==> src/hdl/ffpa_pkg.sv <==
// Shared types and codes for the first-fit pool allocator.
package ffpa_pkg;
  localparam logic [1:0] ST_OK = 2'd0;
  localparam logic [1:0] ST_NOMEM = 2'd1;
  localparam logic [1:0] ST_RANGE = 2'd2;
  localparam logic [1:0] ST_FULL = 2'd3;
  localparam logic CMD_ALLOC = 1'b0;
  localparam logic CMD_FREE = 1'b1;
  localparam logic CFG_POOL_BASE = 1'b0;
  localparam logic CFG_POOL_SIZE = 1'b1;

  typedef struct packed {
    logic [47:0] start;
    logic [32:0] length;
  } seg_t;

  // per-cycle command broadcast to every cell
  typedef struct packed {
    logic load;
    logic shift_down;
    logic shift_up;
    logic wr;
    logic [47:0] wr_start;
    logic [32:0] wr_length;
  } cell_ctl_t;
endpackage

==> src/hdl/ffpa_cell.sv <==
// One segment entry of the table; shifts to and from its neighbors.
module ffpa_cell import ffpa_pkg::*; (
  input  logic clk,
  input  logic sel,
  input  cell_ctl_t ctl,
  input  seg_t up_in,
  input  seg_t dn_in,
  input  seg_t load_in,
  output seg_t seg
);
  always_ff @(posedge clk) begin
    if (ctl.load) begin
      seg <= load_in;
    end else if (ctl.wr && sel) begin
      seg.start <= ctl.wr_start;
      seg.length <= ctl.wr_length;
    end else if (ctl.shift_down && sel) begin
      seg <= up_in;
    end else if (ctl.shift_up && sel) begin
      seg <= dn_in;
    end
  end
endmodule
==> config.mk <==
export PLATFORM = sky130hd
export DESIGN_NAME = ffpa_cell
export DESIGN_NICKNAME = d
export VERILOG_FILES = /design/src/hdl/ffpa_pkg.sv /design/src/hdl/ffpa_cell.sv
export SDC_FILE = /design/constraint.sdc
export NUM_CORES = 1
export LEC_CHECK = 0
export ABC_AREA = 0
export ABC_CLOCK_PERIOD_IN_PS = 10950
export BUFFER_PORTS_ARGS = -buffer_cell sky130_fd_sc_hd__buf_2
export CORE_AREA = 2 2 159 161
export DETAILED_ROUTE_END_ITERATION = 8
export DIE_AREA = 0 0 161 163
export HOLD_SLACK_MARGIN = 0.05
export PLACE_DENSITY = 0.57
export SYNTH_ARGS = -nofsm -noshare
export SYNTH_HDL_FRONTEND = slang
export SYNTH_SLANG_ARGS = --single-unit
==> constraint.sdc <==
create_clock -name clk -period 10.95 [get_ports clk]
set_input_delay 2.19 -clock clk [delete_from_list [all_inputs] [get_ports clk]]
set_output_delay 2.19 -clock clk [all_outputs]
set_load 0.02 [all_outputs]
==> reports/metrics.cfg, run 1 <==
[run_status]
status=finished clean

[timing]
setup_viol_count_final=0
final_critical_path_setup_slack_ns=7.19
max_clock_freq_ghz=0.266
timing.final.max_slew_violations=0
unrepaired_setup_endpoints_after_global_routing=no
tightestPinTransition_ns=0.919
relSlewSlack_pct=38.7
hold_viol_final=0
minimum_clock_period_after_layout_ns=3.76
finalSetupTns_ns=0
period_utilization_post_route_pct=34.3

[synth]
number_of_flops_mapped_to_enable_cells_by_yosys=81
synth-seq-area-share_pct=46.4
synthesis.area_per_instance_um2=9.80
yosys.cell_types.count=13
yosysMostFrequentCell=nor2_1
yosys.area.top_type=edfxtp_1
ys_async_sr_fraction_pct=0
yosysWarnings=0
synth_top_flop_cell=edfxtp_1
synth.cell_area_um2=5250
synthTopCellsByCount=nor2_1, nand2_1, edfxtp_1
synth_fp_nets=865
synth-seq-cells=81
count_of_mapped_cells_out_of_synthesis=535
synthTopCellsByArea=edfxtp_1, o41ai_2, nor2_1
post-synth-top-area-fraction_pct=46.4

[placement]
hpwlAfterDp_um=15700
placement.setup.worst_slack_ns=6.69
gp_congestion=0.822
portBuffers=410

[route]
vias_per_cell=4.44
route.antenna.remaining_nets=0
post-route-drc-count=0
routed-via-count=5570
totalWireLength_um=20300
drt_first_pass_iters=4
drt_iter0_drc=306
average_routed_wire_per_standard_cell_um=16.2

[global_route]
groute.usage.overall_pct=14.5
global_route.overflow_total=0
grt_pass1_vias=5344
grt_max_degree=72
grt_first_pass_wirelength_um=29400
number_of_antenna_violations_at_the_first_check_in_global_routing=2

[clock_tree]
postCtsHoldBufs=0
cts_htree_levels=3
tritoncts_sinks=81
cts_setup_buffers=0
cts_resized=0
clock_path_buffers=2
clk_pin_slew_worst_paths_ns=0.07
cts_made_buffers=9
cts_root_buf=clkbuf_16
tritoncts_clock_tree=built

[critical_path]
critPathArrivalTime_ns=3.75
worst_setup_path_start_kind=input port
required_ns=10.94
crit_path_end_kind=register
max_fo_critical_path=54
worstSetupPathType=input port to register

[floorplan]
die_area_um2=26200
row_count=58
io-pin-count=411
floorplan.core_area_um2=24700
floorplan.die.height_um=163
fp.dieW_um=161
start_util_pct=21.3

[finish]
n_fill_cell=2657
largestRegisters=seg (81)
largest-register=seg
drive_gt1_share_pct=55.6
nets=1249
area_growth_from_synthesis_to_layout_pct=48.8
post-route-util_pct=31.6
largest_register_ffs=81

[power]
vdd_ir_drop_max_v=0.0000550
totalPowerFinal_mw=0.941
leakagePower_nw=3.81
power.density_nw_per_um2=121

[run]
maxCapViolations=0

[hold_path]
hp-class=input port to register

[layout by cell type (no fill, tap or decap), drive strengths merged]
master / instances
o21a: 1
buf: 417
nand3b: 1
clkinvlp: 4
clkbuf: 10
edfxtp: 81
nand2: 82
diode: 1
o41ai: 81
o31ai: 1
nand2b: 1
nor2: 243
clkinv: 1
[final timing paths]
check | slack (ns) | cells after the start | from | end
setup / recovery | 7.19 | 4 | ctl[81] | seg[2]
hold / removal | 2.12 | 3 | load_in[52] | seg[52]
[power by group]
group          leakage (nW)  internal (mW)  switching, mW
logic                  2.87          0.106          0.157
registers             0.826          0.389         0.0107
clock network         0.114          0.152          0.126
[stage by stage]
step / area (um2) / instances / hold WS [ns]
after global placement: 7540 / 1238 / 2.46
after global routing: 7800 / 1253 / 2.11
final: 7800 / 1254 / 2.12
after CTS: 7800 / 1253 / 2.10
after floorplan: 5250 / 535 / 2.37
after detailed placement: 7540 / 1238 / 2.47
[worst max-delay path, stage by stage]
cell and delay [ns]:
buf_2 0.13, o31ai_1 0.54, nand2b_4 0.37, buf_4 0.46
[cell families after synthesis]
group,Yosys count,share of synthesized area (%)
DFF,81,46.4
AOI/OAI and AO/OA,83,25.3
and+or+nand+nor,327,23.5
buffers and inverters,44,4.84
[layer usage]
metal / GRT usage, % / up-vias / wire length (um)
li1: - / 2664 / -
met1: 17.6 / 2605 / 8360
met2: 24.8 / 276 / 9760
met3: 4.33 / 21 / 1790
met4: 4.26 / 4 / 371
met5: 0 / - / 25
[area by class of cell]
| cell class | count | area, um2 | area share, % |
|---|---|---|---|
| clock inverters | 5 | 33.8 | 0.433 |
| flip-flops and latches | 81 | 2430 | 31.2 |
| repair buffers | 417 | 2110 | 27.1 |
| clock buffers | 10 | 229 | 2.93 |
| diodes | 1 | 2.50 | 0.0321 |
| multi-input cells | 410 | 2580 | 33.1 |
| well taps | 330 | 413 | 5.29 |
(Power assumes the default switching activity.)
==> run 2, diff against run 1 <==
==> config.mk (replaced) <==
export PLATFORM = sky130hd
export DESIGN_NAME = ffpa_cell
export DESIGN_NICKNAME = d
export VERILOG_FILES = /design/src/hdl/ffpa_pkg.sv /design/src/hdl/ffpa_cell.sv
export SDC_FILE = /design/constraint.sdc
export NUM_CORES = 1
export LEC_CHECK = 0
export ABC_AREA = 1
export ABC_CLOCK_PERIOD_IN_PS = 3900
export BUFFER_PORTS_ARGS = -buffer_cell sky130_fd_sc_hd__buf_2
export CORE_AREA = 2 2 157 159
export DETAILED_ROUTE_END_ITERATION = 8
export DIE_AREA = 0 0 159 161
export HOLD_SLACK_MARGIN = 0.05
export PLACE_DENSITY = 0.58
export SYNTH_ARGS = -nofsm -noshare
export SYNTH_HDL_FRONTEND = slang
export SYNTH_SLANG_ARGS = --single-unit
==> constraint.sdc (replaced) <==
create_clock -name clk -period 3.9 [get_ports clk]
set_input_delay 0.78 -clock clk [delete_from_list [all_inputs] [get_ports clk]]
set_output_delay 0.78 -clock clk [all_outputs]
set_load 0.02 [all_outputs]
==> run 2 against run 1 <==
- synthesized area increased by 2.6%
- clock power rose to 3.1 times the previous value
- sequential cell count is the same
- global-route usage grew 1.4 points
- largest power group unchanged
==> reports/metrics.cfg, run 2 <==
[floorplan]
row_count=57
floorplan.die.height_um=161
io-pin-count=411
start_util_pct=22.5
floorplan.core_area_um2=24000
die_area_um2=25600
fp.dieW_um=159

[critical_path]
cpLargestDelayFamily=simple AND/OR/NAND/NOR gates
critical_path_buf_inv_count=1
critPathArrivalTime_ns=2.50
crit_path_end_kind=register
max_fo_critical_path=81
worst_setup_path_start_kind=input port
crit_top_cell=nand2_1
worstSetupPathType=input port to register
required_ns=4.00
cp_slowest_cell=nand2_4
worstPathCellList=buf_4 -> nand2_4 -> nand2_1 -> nand3_1 -> nand2_1 -> nand2_1
critical_path.max_stage_delay_ns=0.64

[synth]
synthesis.area_per_instance_um2=6.78
synth_top_flop_cell=edfxtp_1
post-synth-top-area-fraction_pct=45.2
count_of_mapped_cells_out_of_synthesis=794
synthTopCellsByCount=nand2_1, nand3_1, nor2_1
yosys.cell_types.count=11
number_of_flops_mapped_to_enable_cells_by_yosys=81
yosysWarnings=0
synthTopCellsByArea=edfxtp_1, nand2_1, nand3_1
yosys.area.top_type=edfxtp_1
ys_async_sr_fraction_pct=0
synth.cell_area_um2=5380
synth-seq-area-share_pct=45.2
synth-seq-cells=81
yosysMostFrequentCell=nand2_1
synth_fp_nets=1124

[clock_tree]
tritoncts_clock_tree=built
cts_made_buffers=9
cts_resized=0
cts_htree_levels=3
postCtsHoldBufs=0
cts_setup_buffers=0
clock_path_buffers=2
tritoncts_sinks=81
clk_pin_slew_worst_paths_ns=0.07
cts_root_buf=clkbuf_16

[placement]
gp_congestion=0.917
hpwlAfterDp_um=15800
portBuffers=410

[finish]
area_growth_from_synthesis_to_layout_pct=47.9
leading_cell_type_in_the_layout_fill_and_taps_excluded=buf_2
largestRegisters=seg (81)
mostFrequentLayoutCells=buf_2, nand2_1, nand3_1, nor2_1, edfxtp_1
drive_gt1_share_pct=37.2
largest_register_ffs=81
nets=1491
post-route-util_pct=33.2
largest-register=seg

[route]
drt_iter0_drc=584
average_routed_wire_per_standard_cell_um=14.5
vias_per_cell=4.45
totalWireLength_um=21600
routed-via-count=6636
post-route-drc-count=0
drt_first_pass_iters=6
route.antenna.remaining_nets=0

[timing]
minimum_clock_period_after_layout_ns=2.40
relSlewSlack_pct=37.1
max_clock_freq_ghz=0.416
finalSetupTns_ns=0
tightestPinTransition_ns=0.943
unrepaired_setup_endpoints_after_global_routing=no
timing.final.max_slew_violations=0
hold_viol_final=0
setup_viol_count_final=0
period_utilization_post_route_pct=61.7

[global_route]
number_of_antenna_violations_at_the_first_check_in_global_routing=3
grt_first_pass_wirelength_um=32400
groute.usage.overall_pct=15.9
global_route.overflow_total=0
grt_max_degree=84
grt_pass1_vias=6047

[run_status]
status=finished clean

[power]
power.density_nw_per_um2=350
totalPowerFinal_mw=2.79
vdd_ir_drop_max_v=0.000137
leakagePower_nw=4.27

[hold_path]
hp-class=input port to register

[run]
maxCapViolations=0

## run 2: cell types whose count changed in the layout (fill, tap and decap cells not counted), moves of 2 or more
cell and delta:
o41ai_2 -80, buf_2 -2, buf_12 +4, nand2_1 +243, nand3_1 +162, nor2_1 -81
## run 2: area by class of cell
type                            count  area, um2
Antenna cell                        2       5.00
Clock buffer                       10        229
Clock inverter                      5       57.6
Fill cell                        2660      16000
Multi-Input combinational cell    652       2670
Sequential cell                    81       2430
Tap cell                          324        405
Timing Repair Buffer              417       2160
## run 2: path summary, 6_finish.rpt
check | start | endpoint | slack (ns) | depth (start not counted)
hold / removal | load_in[15] | seg[15] | 0.71 | 3
setup / recovery | ctl[83] | seg[44] | 1.50 | 6
## run 2: per-stage QoR
stage | hold WS (ns) | instance area [um2] | worst slack, ns | cells
after detailed placement | 1.05 | 7670 | 1.18 | 1474
after global placement | 1.05 | 7670 | 1.16 | 1474
after global routing | 0.700 | 7960 | 1.39 | 1491
final | 0.708 | 7960 | 1.50 | 1491
after floorplan | 0.961 | 5430 | -0.0430 | 794
after CTS | 0.689 | 7960 | 1.54 | 1489
## run 2: logic make-up (layout without fill, tap and decap cells)
| kind of cell | count (synthesis) | after routing | share of synthesized area, % |
|---|---|---|---|
| AND/OR/NAND/NOR | 651 | 651 | 49.3 |
| flip-flops | 81 | 81 | 45.2 |
| buffers and inverters | 61 | 432 | 5.42 |
| AO/OA/AOI/OAI | 1 | 1 | 0.0929 |
| other | 0 | 2 | 0 |
## run 2: power breakdown
| part | internal, mW | switching (mW) |
|---|---|---|
| registers | 1.10 | 0.0337 |
| logic | 0.302 | 0.499 |
| clock network | 0.492 | 0.361 |
## run 2: layer usage
metal  wire length [um]  track usage, %
met1               8880            19.8
met3               1640            3.03
met4                661            6.86
met2              10400            27.1
met5                  0               0
==> run 3, diff against run 2 <==
--- a/config.mk
+++ b/config.mk
@@ -6,11 +6,11 @@
 export NUM_CORES = 1
 export LEC_CHECK = 0
 export ABC_AREA = 1
-export ABC_CLOCK_PERIOD_IN_PS = 3900
+export ABC_CLOCK_PERIOD_IN_PS = 2000
 export BUFFER_PORTS_ARGS = -buffer_cell sky130_fd_sc_hd__buf_2
-export CORE_AREA = 2 2 157 159
+export CORE_AREA = 2 2 161 163
 export DETAILED_ROUTE_END_ITERATION = 8
-export DIE_AREA = 0 0 159 161
+export DIE_AREA = 0 0 163 165
 export HOLD_SLACK_MARGIN = 0.05
 export PLACE_DENSITY = 0.58
 export SYNTH_ARGS = -nofsm -noshare
==> constraint.sdc (replaced) <==
create_clock -name clk -period 2 [get_ports clk]
set_input_delay 0.4 -clock clk [delete_from_list [all_inputs] [get_ports clk]]
set_output_delay 0.4 -clock clk [all_outputs]
set_load 0.02 [all_outputs]
==> run 3 against run 2 <==
- wire length grew 8.2%
- sequential power grew 95%
- power grew 100%
- utilization shrank 0.61 points
- final area grew 2.6%
- via count is essentially flat
- global-route usage grew 0.53 points
- sequential share of layout area shrank 0.77 points
- clock-buffer cell count grew 1
- combinational power grew 100%
- critical path type is now register to output pin
==> reports/metrics.cfg, run 3 (same netlist as run 2, synthesis figures left out) <==
[power]
internal-power_mw=3.86
net-switching-power_mw=1.77
clk_pwr_share_pct=32.0
vdd_ir_drop_max_v=0.000225
power.density_nw_per_um2=689
swShare_pct=31.4
pwr-share-comb_pct=28.7
leakagePower_nw=4.38
seq_power_share_pct=39.4

[global_route]
number_of_antenna_violations_at_the_first_check_in_global_routing=1
groute.usage.overall_pct=16.5
grt_first_pass_wirelength_um=33900
global_route.overflow_total=0
grt_pass1_vias=6167
grt_max_degree=82

[timing]
relSlewSlack_pct=63.6
tightestPinTransition_ns=0.546
period_utilization_post_route_pct=68.9
max_clock_freq_ghz=0.725
setup_viol_count_final=0
hold_viol_final=0
unrepaired_setup_endpoints_after_global_routing=no
timing.final.max_slew_violations=0
minimum_clock_period_after_layout_ns=1.38
hold-worst-slack_ns=0.328

[finish]
largest-register=seg
largest_register_ffs=81
mostFrequentLayoutCells=buf_2, nand2_1, nand3_1, nor2_1, edfxtp_1
nets=1506
leading_cell_type_in_the_layout_fill_and_taps_excluded=buf_2
drive_gt1_share_pct=37.9
largestRegisters=seg (81)
design_area_um2=8170
area_growth_from_synthesis_to_layout_pct=51.8
final-seq-area_um2=2430
n_fill_cell=2781
multiInputGateArea_um2=2680

[route]
totalWireLength_um=23300
drt_iter0_drc=585
route.antenna.remaining_nets=0
routed-via-count=6638
vias_per_cell=4.39
post-route-drc-count=0
drt_first_pass_iters=5
average_routed_wire_per_standard_cell_um=15.4

[placement]
hpwlAfterDp_um=17900
placedInstanceArea_um2=7850
gp_congestion=0.903
portBuffers=410

[floorplan]
floorplan.core_area_um2=25000
row_count=58
fp.dieW_um=163
floorplan.die.height_um=165
start_util_pct=21.5
die_area_um2=26900
io-pin-count=411

[run]
maxCapViolations=0

[clock_tree]
clk_pin_slew_worst_paths_ns=0.07
tritoncts_clock_tree=built
cts_resized=0
cts_htree_levels=3
cts_root_buf=clkbuf_16
cts_setup_buffers=0
tritoncts_sinks=81
cts_made_buffers=9
postCtsHoldBufs=0
clock_path_buffers=2

[critical_path]
critPathArrivalTime_ns=0.98
worstSetupPathType=register to output pin
required_ns=1.60
cp_slowest_cell=edfxtp_1
worst_setup_path_start_kind=register
cpLargestDelayFamily=flip-flops
critical_path.max_stage_delay_ns=0.43
critical_path_buf_inv_count=1
crit_path_end_kind=output pin
worstPathCellList=buf_2
max_fo_critical_path=1

[hold_path]
hp-class=input port to register

[run_status]
status=finished clean

## run 3: changes by cell type in the layout (fill, tap and decap cells not counted), sizes merged
cell      delta
buf         +15
bufinv       +1
clkinvlp     -1
clkbuf       +1
## run 3: area by class of cell
cell class | count | share of cell area [%]
clock inverter | 5 | 0.981
sequential | 81 | 29.8
antenna | 2 | 0.0613
clock buffer | 11 | 2.85
tap | 330 | 5.06
multi-input combinational | 652 | 32.8
timing repair buffer | 432 | 28.5
## run 3: final timing paths
kind                  startpoint       to  slack [ns]  cells past startpoint
worst max-delay path     seg[28]  seg[28]        0.62                      1
worst min-delay path  load_in[1]   seg[1]        0.33                      3
## run 3: metal layers
metal | track usage [%] | vias to the layer above | part of all wire (%)
li1 | - | 3338 | -
met1 | 20.4 | 2985 | 42
met2 | 28.6 | 283 | 50
met3 | 3.52 | 32 | 6.8
met4 | 4.99 | 0 | 1.9
met5 | 0 | - | 0
## run 3: through the flow
step | power, mW | setup TNS [ns] | std cells | setup WS, ns | util, %
2_1_floorplan | 3.11 | -126.61 | 794 | -1.56 | -
3_5_place_dp | 3.88 | 0 | 1495 | 0.303 | 31.3
5_1_grt | 5.92 | 0 | 1512 | 0.570 | 32.6
3_3_place_gp | 3.88 | 0 | 1495 | 0.328 | 31.3
4_1_cts | 5.71 | 0 | 1511 | 0.576 | 32.6
6_report | 5.63 | 0 | 1513 | 0.621 | 32.6
## run 3: power by group through the flow
stage	Sequential [mW]	Combinational, mW	Clock [mW]
after floorplan	2.57	0.545	0
after global placement	2.25	1.62	0
after detailed placement	2.25	1.63	0
after CTS	2.22	1.64	1.86
after global routing	2.23	1.77	1.92
final	2.22	1.61	1.80
